`config.mk`:
```
export PLATFORM = sky130hd
export DESIGN_NAME = secant_cube_root_core
export DESIGN_NICKNAME = d
export VERILOG_FILES = /design/src/design/scr_pkg.sv /design/src/design/secant_cube_root_core.sv
export SDC_FILE = /design/constraint.sdc
export NUM_CORES = 2
export LEC_CHECK = 0
export ABC_AREA = 0
export BUFFER_PORTS_ARGS = -buffer_cell sky130_fd_sc_hd__buf_2
export CORE_UTILIZATION = 50
export CTS_CLUSTER_DIAMETER = 100
export DETAILED_ROUTE_END_ITERATION = 10
export PLACE_DENSITY_LB_ADDON = 0.08
export SETUP_SLACK_MARGIN = 0.5
export SLEW_MARGIN = 20
export SYNTH_ARGS = -nofsm -noshare
export SYNTH_HDL_FRONTEND = slang
export SYNTH_SLANG_ARGS = --single-unit
```
`constraint.sdc`:
```
create_clock -name clock -period 29.5 [get_ports clock]
set_clock_uncertainty 0.15 [all_clocks]
set_input_delay 8.85 -clock clock [delete_from_list [all_inputs] [get_ports clock]]
set_output_delay 8.85 -clock clock [all_outputs]
set_load 0.02 [all_outputs]
```
`src/design/scr_pkg.sv`:
```
// ----------------------------------------------------------------------------
// scr_pkg: shared types and constants for the secant cube root core
// Sequencer states, fixed field widths and saturation limits.
// ----------------------------------------------------------------------------
package scr_pkg;

   localparam int FRAC_BITS_DEF = 16;
   localparam int MAX_STEPS     = 64;
   localparam int CNT_W         = 7;

   // residual clamp 2^61 and secant step clamp 2^40
   localparam logic [63:0] RES_CAP  = 64'h2000_0000_0000_0000;
   localparam logic [63:0] STEP_CAP = 64'h0000_0100_0000_0000;

   typedef enum logic [2:0] {
      ST_IDLE,
      ST_SQ,
      ST_CUBE,
      ST_STEP,
      ST_SMUL,
      ST_SDIV,
      ST_UPD,
      ST_CDIV
   } state_type;

   function automatic logic [31:0] mag32(input logic signed [31:0] v);
      mag32 = v[31] ? 32'(-v) : 32'(v);
   endfunction

   function automatic logic [63:0] mag64(input logic signed [63:0] v);
      mag64 = v[63] ? 64'(-v) : 64'(v);
   endfunction

endpackage

```
`src/design/secant_cube_root_core.sv`:
```
// ----------------------------------------------------------------------------
// secant_cube_root_core: secant method cube root in signed fixed point
// Runs secant iterations on f(x) = x^3 - target with one shared
// add/subtract unit doing bit-serial multiplies and restoring divides.
// ----------------------------------------------------------------------------
// Usage:
//   req_* carries one run request: target and two starting guesses.
//   rsp_* gives one result per iteration: index, estimate, change in
//   percent, a fault flag (tuser) and tlast on the final result of a run.
//   csr_wr_en/csr_wr_data set the iteration count (0 acts as 1, above 64
//   acts as 64); write it only while the core is idle. Reset value is 8.
// Sequence:
//   Multiplies and divides run through one 66-bit add/subtract unit, one bit
//   per cycle. A residual is a square multiply then a cube multiply. An
//   iteration is a step multiply, a step divide (skipped when the step
//   saturates), a change divide and the new residual, the last one without
//   the new residual; a run starts with the residuals of both guesses.
//   req_tready is high only between runs; one run at a time.
// Reset and stalls:
//   reset is synchronous; it returns the core to idle and drops rsp_tvalid.
//   A result sits in the output register until taken; if the next result
//   is ready before that transfer, the sequencer holds until the register
//   frees up. Nothing is dropped.
// ----------------------------------------------------------------------------
module secant_cube_root_core #(
   parameter int FRAC_BITS = scr_pkg::FRAC_BITS_DEF
) (
   input  logic        clock,
   input  logic        reset,
   // config
   input  logic        csr_wr_en,
   input  logic [6:0]  csr_wr_data,
   // request channel
   input  logic        req_tvalid,
   output logic        req_tready,
   input  logic [79:0] req_tdata,  // target_value[15:0], first_guess[47:16],
                                   // second_guess[79:48]
   // result channel
   output logic        rsp_tvalid,
   input  logic        rsp_tready,
   output logic [71:0] rsp_tdata,  // iteration_index[6:0], estimate[38:7],
                                   // change_percent[70:39], zero pad[71]
   output logic        rsp_tuser,  // fault
   output logic        rsp_tlast
);

   scr_pkg::state_type state_ff, state_in;

   logic [6:0]          cnt_cfg_ff, cnt_cfg_in;
   logic [6:0]          runs_ff, runs_in;
   logic [6:0]          k_ff, k_in;
   logic signed [15:0]  tgt_ff, tgt_in;
   logic signed [31:0]  x0_ff, x0_in, x1_ff, x1_in, x2_ff, x2_in;
   logic signed [63:0]  f0_ff, f0_in, f1_ff, f1_in;
   logic                fsel_ff, fsel_in;

   // shared unit registers
   logic [63:0] uhi_ff, uhi_in, ulo_ff, ulo_in, uop_ff, uop_in, umul_ff, umul_in;
   logic [6:0]  ucnt_ff, ucnt_in;

   // output register
   logic        ovld_ff, ovld_in;
   logic [6:0]  oidx_ff, oidx_in;
   logic [31:0] oest_ff, oest_in, ochg_ff, ochg_in;
   logic        oflt_ff, oflt_in, olast_ff, olast_in;

   // combinational helpers
   logic        unit_div, unit_run, unit_done, out_free;
   logic [65:0] add_x, add_y, add_sum;
   logic        add_cin, div_ge;
   logic [95:0] p96;
   logic [31:0] m_cur, m_x2;
   logic [63:0] sq_val, cube_mag;
   logic signed [64:0] cube_s, res_w;
   logic signed [63:0] res_v;
   logic signed [32:0] dx;
   logic signed [64:0] dy;
   logic [63:0] dy_mag, q_sat;
   logic        step_neg;
   logic signed [47:0] x2_w;
   logic signed [31:0] x2_sat;
   logic signed [32:0] dchg;
   logic [32:0] dchg_mag;
   logic [39:0] dchg_100;
   logic [6:0]  k_next;
   logic        fin;

   // ------------------------------------------------------------------
   // shared add/subtract unit: mul step adds, div step compares/subtracts
   // ------------------------------------------------------------------
   always_comb begin
      unit_div = (state_ff == scr_pkg::ST_SDIV) || (state_ff == scr_pkg::ST_CDIV);
      unit_run = ((state_ff == scr_pkg::ST_SQ) || (state_ff == scr_pkg::ST_CUBE) ||
                  (state_ff == scr_pkg::ST_SMUL) || unit_div) && (ucnt_ff != 7'd0);
      unit_done = (ucnt_ff == 7'd0);
      if (unit_div) begin
         add_x   = {1'b0, uhi_ff, ulo_ff[63]};
         add_y   = ~{2'b00, uop_ff};
         add_cin = 1'b1;
      end else begin
         add_x   = {2'b00, uhi_ff};
         add_y   = {2'b00, (umul_ff[0] ? uop_ff : 64'd0)};
         add_cin = 1'b0;
      end
      add_sum = add_x + add_y + 66'(add_cin);
      div_ge  = ~add_sum[65];
   end

   // ------------------------------------------------------------------
   // datapath values used by the sequencer
   // ------------------------------------------------------------------
   always_comb begin
      m_cur    = fsel_ff ? scr_pkg::mag32(x1_ff) : scr_pkg::mag32(x0_ff);
      m_x2     = scr_pkg::mag32(x2_ff);
      p96      = {uhi_ff, ulo_ff[63:32]};
      sq_val   = p96[63:0] >> FRAC_BITS;
      cube_mag = (p96[95:64] != 32'd0) ? scr_pkg::RES_CAP : (p96[63:0] >> FRAC_BITS);
      cube_s   = (fsel_ff ? x1_ff[31] : x0_ff[31]) ? -$signed({1'b0, cube_mag})
                                                   : $signed({1'b0, cube_mag});
      res_w    = cube_s - ($signed(65'(tgt_ff)) <<< FRAC_BITS);
      if (res_w > $signed({1'b0, scr_pkg::RES_CAP}))
         res_v = $signed(scr_pkg::RES_CAP);
      else if (res_w < -$signed({1'b0, scr_pkg::RES_CAP}))
         res_v = -$signed(scr_pkg::RES_CAP);
      else
         res_v = res_w[63:0];

      dx       = 33'(x1_ff) - 33'(x0_ff);
      dy       = 65'(f1_ff) - 65'(f0_ff);
      dy_mag   = scr_pkg::mag64(dy[63:0]);
      q_sat    = (ulo_ff > scr_pkg::STEP_CAP) ? scr_pkg::STEP_CAP : ulo_ff;
      step_neg = (dx[32] != f1_ff[63]) != dy[64];
      x2_w     = step_neg ? 48'(x1_ff) + $signed({7'd0, q_sat[40:0]})
                          : 48'(x1_ff) - $signed({7'd0, q_sat[40:0]});
      if (x2_w > 48'sh7FFF_FFFF)
         x2_sat = 32'sh7FFF_FFFF;
      else if (x2_w < -48'sh8000_0000)
         x2_sat = -32'sh8000_0000;
      else
         x2_sat = x2_w[31:0];

      dchg     = 33'(x2_sat) - 33'(x1_ff);
      dchg_mag = dchg[32] ? 33'(-dchg) : 33'(dchg);
      dchg_100 = (40'(dchg_mag) << 6) + (40'(dchg_mag) << 5) + (40'(dchg_mag) << 2);

      k_next   = k_ff + 7'd1;
      fin      = (k_next == runs_ff);
      out_free = ~ovld_ff | rsp_tready;
   end

   // ------------------------------------------------------------------
   // sequencer: next state, unit loads, state updates, result writes
   // ------------------------------------------------------------------
   always_comb begin
      state_in   = state_ff;
      cnt_cfg_in = csr_wr_en ? csr_wr_data : cnt_cfg_ff;
      runs_in    = runs_ff;
      k_in       = k_ff;
      tgt_in     = tgt_ff;
      x0_in      = x0_ff;
      x1_in      = x1_ff;
      x2_in      = x2_ff;
      f0_in      = f0_ff;
      f1_in      = f1_ff;
      fsel_in    = fsel_ff;
      uhi_in     = uhi_ff;
      ulo_in     = ulo_ff;
      uop_in     = uop_ff;
      umul_in    = umul_ff;
      ucnt_in    = ucnt_ff;
      ovld_in    = ovld_ff & ~rsp_tready;
      oidx_in    = oidx_ff;
      oest_in    = oest_ff;
      ochg_in    = ochg_ff;
      oflt_in    = oflt_ff;
      olast_in   = olast_ff;
      req_tready = (state_ff == scr_pkg::ST_IDLE);

      // one unit step per cycle while a count is pending
      if (unit_run) begin
         ucnt_in = ucnt_ff - 7'd1;
         if (unit_div) begin
            uhi_in = div_ge ? add_sum[63:0] : {uhi_ff[62:0], ulo_ff[63]};
            ulo_in = {ulo_ff[62:0], div_ge};
         end else begin
            uhi_in  = add_sum[64:1];
            ulo_in  = {add_sum[0], ulo_ff[63:1]};
            umul_in = umul_ff >> 1;
         end
      end

      case (state_ff)
         scr_pkg::ST_IDLE: begin
            if (req_tvalid) begin
               tgt_in  = req_tdata[15:0];
               x0_in   = req_tdata[47:16];
               x1_in   = req_tdata[79:48];
               k_in    = 7'd0;
               fsel_in = 1'b0;
               if (cnt_cfg_ff == 7'd0)
                  runs_in = 7'd1;
               else if (cnt_cfg_ff > 7'(scr_pkg::MAX_STEPS))
                  runs_in = 7'(scr_pkg::MAX_STEPS);
               else
                  runs_in = cnt_cfg_ff;
               uhi_in   = 64'd0;
               ulo_in   = 64'd0;
               uop_in   = 64'(scr_pkg::mag32(req_tdata[47:16]));
               umul_in  = 64'(scr_pkg::mag32(req_tdata[47:16]));
               ucnt_in  = 7'd32;
               state_in = scr_pkg::ST_SQ;
            end
         end
         scr_pkg::ST_SQ: begin
            if (unit_done) begin
               uhi_in   = 64'd0;
               ulo_in   = 64'd0;
               uop_in   = sq_val;
               umul_in  = 64'(m_cur);
               ucnt_in  = 7'd32;
               state_in = scr_pkg::ST_CUBE;
            end
         end
         scr_pkg::ST_CUBE: begin
            if (unit_done) begin
               if (!fsel_ff) begin
                  f0_in    = res_v;
                  fsel_in  = 1'b1;
                  uhi_in   = 64'd0;
                  ulo_in   = 64'd0;
                  uop_in   = 64'(scr_pkg::mag32(x1_ff));
                  umul_in  = 64'(scr_pkg::mag32(x1_ff));
                  ucnt_in  = 7'd32;
                  state_in = scr_pkg::ST_SQ;
               end else begin
                  f1_in    = res_v;
                  state_in = scr_pkg::ST_STEP;
               end
            end
         end
         scr_pkg::ST_STEP: begin
            if (dy == 65'sd0) begin
               // zero denominator: fault result, run ends
               if (out_free) begin
                  ovld_in  = 1'b1;
                  oidx_in  = k_next;
                  oest_in  = x1_ff;
                  ochg_in  = 32'd0;
                  oflt_in  = 1'b1;
                  olast_in = 1'b1;
                  state_in = scr_pkg::ST_IDLE;
               end
            end else begin
               uhi_in   = 64'd0;
               ulo_in   = 64'd0;
               uop_in   = scr_pkg::mag64(f1_ff);
               umul_in  = 64'(dx[32] ? 33'(-dx) : 33'(dx));
               ucnt_in  = 7'd64;
               state_in = scr_pkg::ST_SMUL;
            end
         end
         scr_pkg::ST_SMUL: begin
            if (unit_done) begin
               if (uhi_ff >= dy_mag) begin
                  ulo_in   = scr_pkg::STEP_CAP;
                  state_in = scr_pkg::ST_UPD;
               end else begin
                  uop_in   = dy_mag;
                  ucnt_in  = 7'd64;
                  state_in = scr_pkg::ST_SDIV;
               end
            end
         end
         scr_pkg::ST_SDIV: begin
            if (unit_done)
               state_in = scr_pkg::ST_UPD;
         end
         scr_pkg::ST_UPD: begin
            if (x2_sat == 32'sd0) begin
               // estimate collapsed to zero: fault result, run ends
               if (out_free) begin
                  ovld_in  = 1'b1;
                  oidx_in  = k_next;
                  oest_in  = 32'd0;
                  ochg_in  = 32'd0;
                  oflt_in  = 1'b1;
                  olast_in = 1'b1;
                  state_in = scr_pkg::ST_IDLE;
               end
            end else begin
               x2_in    = x2_sat;
               uhi_in   = 64'd0;
               ulo_in   = 64'(dchg_100) << FRAC_BITS;
               uop_in   = 64'(scr_pkg::mag32(x2_sat));
               ucnt_in  = 7'd64;
               state_in = scr_pkg::ST_CDIV;
            end
         end
         scr_pkg::ST_CDIV: begin
            if (unit_done && out_free) begin
               ovld_in  = 1'b1;
               oidx_in  = k_next;
               oest_in  = x2_ff;
               ochg_in  = (ulo_ff[63:32] != 32'd0) ? 32'hFFFF_FFFF : ulo_ff[31:0];
               oflt_in  = 1'b0;
               olast_in = fin;
               k_in     = k_next;
               x0_in    = x1_ff;
               x1_in    = x2_ff;
               f0_in    = f1_ff;
               if (fin) begin
                  state_in = scr_pkg::ST_IDLE;
               end else begin
                  // residual of the new estimate
                  fsel_in  = 1'b1;
                  uhi_in   = 64'd0;
                  ulo_in   = 64'd0;
                  uop_in   = 64'(m_x2);
                  umul_in  = 64'(m_x2);
                  ucnt_in  = 7'd32;
                  state_in = scr_pkg::ST_SQ;
               end
            end
         end
         default: state_in = scr_pkg::ST_IDLE;
      endcase
   end

   // control registers
   always_ff @(posedge clock) begin
      if (reset) begin
         state_ff   <= scr_pkg::ST_IDLE;
         cnt_cfg_ff <= 7'd8;
         runs_ff    <= 7'd1;
         k_ff       <= 7'd0;
         ucnt_ff    <= 7'd0;
         ovld_ff    <= 1'b0;
         fsel_ff    <= 1'b0;
      end else begin
         state_ff   <= state_in;
         cnt_cfg_ff <= cnt_cfg_in;
         runs_ff    <= runs_in;
         k_ff       <= k_in;
         ucnt_ff    <= ucnt_in;
         ovld_ff    <= ovld_in;
         fsel_ff    <= fsel_in;
      end
   end

   // payload registers
   always_ff @(posedge clock) begin
      tgt_ff   <= tgt_in;
      x0_ff    <= x0_in;
      x1_ff    <= x1_in;
      x2_ff    <= x2_in;
      f0_ff    <= f0_in;
      f1_ff    <= f1_in;
      uhi_ff   <= uhi_in;
      ulo_ff   <= ulo_in;
      uop_ff   <= uop_in;
      umul_ff  <= umul_in;
      oidx_ff  <= oidx_in;
      oest_ff  <= oest_in;
      ochg_ff  <= ochg_in;
      oflt_ff  <= oflt_in;
      olast_ff <= olast_in;
   end

   assign rsp_tvalid = ovld_ff;
   assign rsp_tdata  = {1'b0, ochg_ff, oest_ff, oidx_ff};
   assign rsp_tuser  = oflt_ff;
   assign rsp_tlast  = olast_ff;

   // assertions
   a_fault_ends_run: assert property (@(posedge clock) disable iff (reset)
      rsp_tvalid && rsp_tuser |-> rsp_tlast)
      else $error("fault result without tlast");
   a_ready_idle: assert property (@(posedge clock) disable iff (reset)
      req_tready |-> state_ff == scr_pkg::ST_IDLE)
      else $error("request taken outside idle");
   a_unit_count: assert property (@(posedge clock) disable iff (reset)
      ucnt_ff <= 7'd64)
      else $error("unit count out of range");
   a_step_bound: assert property (@(posedge clock) disable iff (reset)
      state_ff != scr_pkg::ST_IDLE |-> k_ff < runs_ff)
      else $error("iteration count overrun");
   a_index_range: assert property (@(posedge clock) disable iff (reset)
      rsp_tvalid |-> rsp_tdata[6:0] != 7'd0 && rsp_tdata[6:0] <= 7'd64)
      else $error("result index out of range");

endmodule
```
After elaboration in Yosys (flattened, before gate mapping)
Cells that the tools add are included.
{"block": "classes", "mux": 144, "reduce_logical": 29, "bitwise_logic": 7, "magnitude_cmp": 7, "n_eq_ne": 25, "addsub": 22}
{"op": "two-way mux 64 bit", "count": 51}
{"op": "one-hot mux 64 bit (7 select lines)", "count": 2}
{"op": "two-way mux 32 bit", "count": 21}
{"op": "one-hot mux 64 bit (6 select lines)", "count": 1}
{"op": "one-hot mux 64 bit (5 select lines)", "count": 1}
{"op": "one-hot mux 32 bit (3 select lines)", "count": 2}
{"op": "negation 32 bit", "count": 5}
{"op": "two-way mux 65 bit", "count": 2}
{"op": "negation 64 bit", "count": 2}
{"op": "one-hot mux 32 bit (2 select lines)", "count": 2}
{"op": "one-hot mux 64 bit (2 select lines)", "count": 1}
{"op": "two-way mux 7 bit", "count": 18}
{"op": "adder 66 x 1 -> 66 bit", "count": 1}
{"op": "adder 66 bit", "count": 1}
{"op": "two-way mux 66 bit", "count": 1}
{"op": "negation 33 bit", "count": 2}
{"op": "NOT 64 -> 66 bit", "count": 1}
{"op": "subtractor 32 x 32 -> 33 bit", "count": 2}
{"op": "greater-than comparator 65 x 63 -> 1 bit (second input constant)", "count": 1}
{"op": "logical NOT 65 bit", "count": 1}
{"op": "less-than comparator 65 x 62 -> 1 bit (second input constant)", "count": 1}
{"op": "negation 62 -> 65 bit", "count": 1}
{"op": "subtractor 64 x 64 -> 65 bit", "count": 1}
{"op": "subtractor 65 x 32 -> 65 bit", "count": 1}
{"op": "48 further kinds", "count": 112}
{"block": "word_totals", "out_inout_bits": 76, "reg_bits": 602}

Longest topological paths before layout
{"block": "logic_depth", "word_depth": 14, "ltp_mapped": 69, "mapped_depth_nobuf": 65}

Worst setup path before layout
No wires, ideal clock.
{"block": "synth_timing", "kind": "register -> register", "start": "register ulo_ff[2]", "end": "register ulo_ff[53]", "arrival_time_ps": 14878, "setup_slack_ps": 14339, "path_buffers": 8, "stages_incl_launch_ff": 68, "required_time_ps": 29217, "period_less_slack_ps": 15161, "path_cell_list": "dfxtp_1 -> clkbuf_1 -> nor4_1 -> nand3_1 -> or3_1 -> nand3b_1 -> a21oi_1 -> clkbuf_1 -> and2_1 -> inv_1 -> ha_1 -> nand3_1 -> nor3_1 -> a22o_1 -> nand2b_1 -> and2_0 -> clkbuf_1 -> a311oi_1 -> (+32 left out) -> xor2_1 -> fa_1 -> ha_1 -> a21o_1 -> a21o_1 -> a2111oi_0 -> nor3_1 -> o31ai_1 -> a311oi_1 -> a211o_1 -> a31oi_1 -> nor2b_1 -> o21ai_0 -> a21oi_1 -> a21o_1 -> a21oi_1 -> xor2_1 -> o22ai_1"}
{"block": "synth_between", "elab_chain_len": 14}
{"element": "from (decl)", "line": "secant_cube_root_core.sv:58", "source": "logic [63:0] uhi_ff, uhi_in, ulo_ff, ulo_in, uop_ff, uop_in, umul_ff, umul_in;"}
{"element": "from (signal assigned)", "line": "secant_cube_root_core.sv:359", "source": "ulo_ff <= ulo_in;"}
{"element": "greater-than comparator 64 x 41 -> 1 bit", "line": "secant_cube_root_core.sv:131", "source": "q_sat = (ulo_ff > scr_pkg::STEP_CAP) ? scr_pkg::STEP_CAP : ulo_ff;"}
{"element": "two-way mux 41 bit *", "line": "secant_cube_root_core.sv:131"}
{"element": "subtractor 32 x 42 -> 43 bit or adder 32 x 42 -> 43 bit (tied branches)", "line": "secant_cube_root_core.sv:134, secant_cube_root_core.sv:133"}
{"element": "two-way mux 48 bit *", "line": "secant_cube_root_core.sv:133", "source": "x2_w = step_neg ? 48'(x1_ff) + $signed({7'd0, q_sat[40:0]})"}
{"element": "less-than comparator 48 x 32 -> 1 bit", "line": "secant_cube_root_core.sv:137", "source": "else if (x2_w < -48'sh8000_0000)"}
{"element": "two-way mux 32 bit", "line": "secant_cube_root_core.sv:137"}
{"element": "two-way mux 32 bit *", "line": "secant_cube_root_core.sv:135", "source": "if (x2_w > 48'sh7FFF_FFFF)"}
{"element": "net x2_sat[2]", "line": "secant_cube_root_core.sv:81", "source": "logic signed [31:0] x2_sat;"}
{"element": "subtractor 32 x 32 -> 33 bit", "line": "secant_cube_root_core.sv:142", "source": "dchg = 33'(x2_sat) - 33'(x1_ff);"}
{"element": "negation 33 bit", "line": "secant_cube_root_core.sv:143", "source": "dchg_mag = dchg[32] ? 33'(-dchg) : 33'(dchg);"}
{"element": "two-way mux 33 bit", "line": "secant_cube_root_core.sv:143"}
{"element": "adder 39 x 38 -> 40 bit", "line": "secant_cube_root_core.sv:144", "source": "dchg_100 = (40'(dchg_mag) << 6) + (40'(dchg_mag) << 5) + (40'(dchg_mag) << 2);"}
{"element": "adder 40 x 35 -> 40 bit", "line": "secant_cube_root_core.sv:144"}
{"element": "two-way mux 64 bit *", "line": "secant_cube_root_core.sv:279", "source": "if (x2_sat == 32'sd0) begin"}
{"element": "one-hot mux 64 bit (7 select lines) *", "line": "secant_cube_root_core.sv:192", "source": "case (state_ff)"}
{"element": "net ulo_in[53]", "line": "secant_cube_root_core.sv:58"}
The timed path passes the listed nets; every way through them passes the cells marked *.
A chain may end at the register's enable or synchronous reset.

Worst setup path in the final report
{"block": "layout_timing", "start": "register f1_ff[0]", "end": "register ulo_ff[53]"}
{"block": "layout_between", "elab_chain_len": 13}
{"element": "from (decl)", "line": "secant_cube_root_core.sv:54", "source": "logic signed [63:0] f0_ff, f0_in, f1_ff, f1_in;"}
{"element": "from (signal assigned)", "line": "secant_cube_root_core.sv:357", "source": "f1_ff <= f1_in;"}
{"element": "subtractor 64 x 64 -> 65 bit *", "line": "secant_cube_root_core.sv:129", "source": "dy = 65'(f1_ff) - 65'(f0_ff);"}
{"element": "inequality test 1 bit", "line": "secant_cube_root_core.sv:132", "source": "step_neg = (dx[32] != f1_ff[63]) != dy[64];"}
{"element": "two-way mux 48 bit", "line": "secant_cube_root_core.sv:133"}
{"element": "less-than comparator 48 x 32 -> 1 bit", "line": "secant_cube_root_core.sv:137"}
{"element": "two-way mux 32 bit", "line": "secant_cube_root_core.sv:137"}
{"element": "two-way mux 32 bit", "line": "secant_cube_root_core.sv:135"}
{"element": "subtractor 32 x 32 -> 33 bit", "line": "secant_cube_root_core.sv:142"}
{"element": "negation 33 bit", "line": "secant_cube_root_core.sv:143"}
{"element": "two-way mux 33 bit", "line": "secant_cube_root_core.sv:143"}
{"element": "adder 39 x 38 -> 40 bit", "line": "secant_cube_root_core.sv:144"}
{"element": "adder 40 x 35 -> 40 bit", "line": "secant_cube_root_core.sv:144"}
{"element": "two-way mux 64 bit", "line": "secant_cube_root_core.sv:279"}
{"element": "one-hot mux 64 bit (7 select lines) *", "line": "secant_cube_root_core.sv:192"}
{"element": "net ulo_in[53]", "line": "secant_cube_root_core.sv:58"}
Marks and branches as above.

==> results.tsv <==
stage	metric	value	unit
sta	Slew @ Worst Pin	1496	ps
grt	global route overflow	0	
detailed_routing	Total Wirelength	277.8	mm
setup_path	worst reg2reg setup slack	10340	ps
placement	PortBufs	166	
floorplan	FP Rows	127	
finish	# nets final	8369	
detailed_routing	Pre-Repair DR Iteration Count	9	
setup_path	Worst EP arrival	19570	ps
logic_synthesis	Synth async-reset ratio	0	%
setup_path	WS Path Type	register to register	
logic_synthesis	Cell Area, Synth	60850	um^2
sta	Slew headroom	-0.8151	%
clock_tree	Clock transition at path regs	60	ps
min_path	min-delay src	runs_ff[1]$_SDFFE_PP0P_	
grt	number of global-route vias before repair	58010	
detailed_routing	vias	64290	
floorplan	io pins	168	
clock_tree	CTS buffer count	74	
finish	Layout area overhead	7.623	%
floorplan	Die X	350.8	um
finish	layout cells sized above 1	6.911	%
grt	first-pass GRT wire length	398.1	mm
run	maxcap violations	1	
logic_synthesis	Post-synth EDFFs	377	
grt	initial antenna violation count	15	
detailed_routing	post-route ant nets	0	
sta	Final period util	64.94	%
floorplan	Starting Density	50.58	%
setup_path	most frequent CP cell	a21oi_1	
sta	RSZ-0062 raised after global routing	no	
sta	setup tns final	0	ps
min_path	Hold Crit Class	register to register	
logic_synthesis	post-synth cell types	113	
sta	min Tclk post-route	19160	ps
clock_tree	postcts setup bufs	0	
clock_tree	hold bufs inserted after CTS	0	
sta	final-report hold violation count	0	
detailed_routing	WL/cell	29.17	um
status	failing checks	max-capacitance violations, max-slew violations	
detailed_routing	Residual DRC	0	
clock_tree	clk_lat worst skew	720	ps
placement	GP Congestion	1.085	
sta	final setup vio count	0	
grt	total track usage	43.73	%
setup_path	R2R Path Start	f1_ff[0]$_DFFE_PP_	
setup_path	cell family with most CP delay	compound AO/OA/AOI/OAI gates	
clock_tree	H-tree depth	3	
clock_tree	CTS sink count	602	
setup_path	WP buf/inv	9	
sta	fmax	52.20	MHz
grt	pin count of the biggest net entering global routing	103	
status	status	finished with violations	
setup_path	CP endpoint kind	register	
setup_path	crit path launch	f1_ff[0]$_DFFE_PP_	
finish	fillers	11640	
finish	most frequent cells in the layout	nand2_1, nor2_1, a21oi_1	
floorplan	die footprint	123100	um^2
floorplan	chip height	350.8	um
clock_tree	TritonCTS clock tree	built	
logic_synthesis	Synth Net Count	8475	
setup_path	Worst Path Max Fanout	33	
setup_path	crit path launch type	register	
clock_tree	maximum root-to-sink buffer count	3	
clock_tree	Root Driver	clkbuf_16	
sta	Slew Viols, Final	1	
detailed_routing	DRT iter0 DRCs	8931	
setup_path	Critical Path RT	29910	ps
placement	post-DP HPWL	215.8	mm
logic_synthesis	Mapped Avg Cell Area	7.656	um^2
logic_synthesis	Gate Count Post-Synth	7947	
detailed_routing	mean number of vias per cell	6.751	
setup_path	CP peak stage delay	790	ps
floorplan	core area	120300	um^2
logic_synthesis	post-synthesis register bit count	602	
setup_path	Crit-path slowest cell	o21ai_0	
logic_synthesis	Yosys warnings	0	
clock_tree	# resized after CTS	0	
logic_synthesis	ys flop type	edfxtp_1	
finish	most common cell after layout, fill and taps aside	nand2_1	
logic_synthesis	sequential area share after synthesis	26.01	%
synthesized netlist by cell type (all sizes together) (17+ instances only):
library cell	n	share of area [%]
nand2	1078	6.7
nor3	226	1.9
buf	70	0.53
o21bai	50	0.62
clkbuf	404	2.5
o22ai	129	1.3
a222oi	30	0.49
and3	71	0.73
xor2	288	4.1
o41ai	39	0.57
nor2	691	4.3
a31oi	130	1.3
nor2b	62	0.64
dfxtp	225	7.4
o21a	59	0.73
nand4	81	0.83
inv	328	2.0
edfxtp	377	19
nor3b	17	0.21
o31ai	161	2.0
o2111ai	17	0.25
a21oi	619	5.1
ha	409	8.4
a211oi	86	1.1
a311oi	44	0.63
xnor2	355	5.1
o221ai	80	1.2
or4	32	0.41
nand2b	82	0.86
nand3	134	1.1
and2	57	0.59
nor4	66	0.73
mux2i	98	1.6
o31a	19	0.27
a21boi	17	0.21
o211ai	68	0.84
nand3b	17	0.21
a221oi	29	0.45
a21o	191	2.4
or3	89	0.94
a211o	23	0.33
or2	33	0.34
fa	27	0.89
o21ai	610	5.0
kinds of logic (layout without fill, tap and decap cells):
kind of cell / after synthesis / in the layout / share of synthesized area (%)
AOI/OAI and AO/OA: 2559 / 2559 / 27.27
xor gates and xnor gates: 643 / 643 / 9.256
other: 1 / 11 / 0.006163
muxes: 105 / 105 / 1.766
buffers and inverters: 803 / 757 / 5.054
and+or+nand+nor: 2798 / 2798 / 21.34
DFF: 602 / 602 / 26.01
adders and majority gates: 436 / 436 / 9.299
worst paths after layout:
| check | endpoint | depth (start not counted) |
|---|---|---|
| setup / recovery | ulo_ff[53]$_DFF_P_ | 67 |
| hold / removal | runs_ff[1]$_SDFFE_PP0P_ | 2 |
| setup reg to reg | ulo_ff[53]$_DFF_P_ | 67 |
| hold reg to reg | runs_ff[1]$_SDFFE_PP0P_ | 2 |
tightest hold or removal path, delay by kind of cell (launching register included):
family          cells  cell delay [ps]
flops               1              320
simple gates        1               50
compound gates      1               50
final cells by class:
cell class	instances	area (um^2)	share of cell area, %
antenna	10	25.02	0.03821
clock buffer	93	2024	3.091
clock inverter	43	396.6	0.6057
inverter	329	1237	1.890
multi-input combinational	6542	42170	64.40
sequential	602	15830	24.18
tap	1612	2017	3.080
timing repair buffer	292	1782	2.721
routing by layer:
metal,up-vias,routed length (um),global-route usage [%]
met5,-,64,0
met3,992,29650,10.92
met4,10,24090,32.15
met2,3860,116700,65.54
met1,30390,107300,54.33
li1,29040,-,-
registers in the layout, summed over array words and instances, names as in the netlist, 16 cells and up:
| register | cells |
|---|---|
| ochg_ff | 32 |
| uhi_ff | 64 |
| umul_ff | 64 |
| x0_ff | 32 |
| x1_ff | 32 |
| tgt_ff | 16 |
| x2_ff | 32 |
| uop_ff | 64 |
| oest_ff | 32 |
| ulo_ff | 64 |
| f1_ff | 64 |
| f0_ff | 64 |
metrics by stage:
| stage | hold slack, ps | utilization (%) | instance area (um^2) | std cells | setup WS (ps) |
|---|---|---|---|---|---|
| floorplan | 286.6 | - | 60850 | 7947 | 14340 |
| global placement | 293.5 | 52.37 | 63000 | 9375 | 11260 |
| detailed placement | 308.1 | 52.37 | 63000 | 9375 | 11000 |
| CTS | 316.5 | 54.38 | 65420 | 9511 | 10990 |
| global route | 335.4 | 54.42 | 65460 | 9514 | 9447 |
| finish | 312.6 | 54.44 | 65480 | 9523 | 10340 |
Power is left out: the tool's default activity adds up to more than one toggle a clock period on the data nets, which glitch-free logic cannot reach.
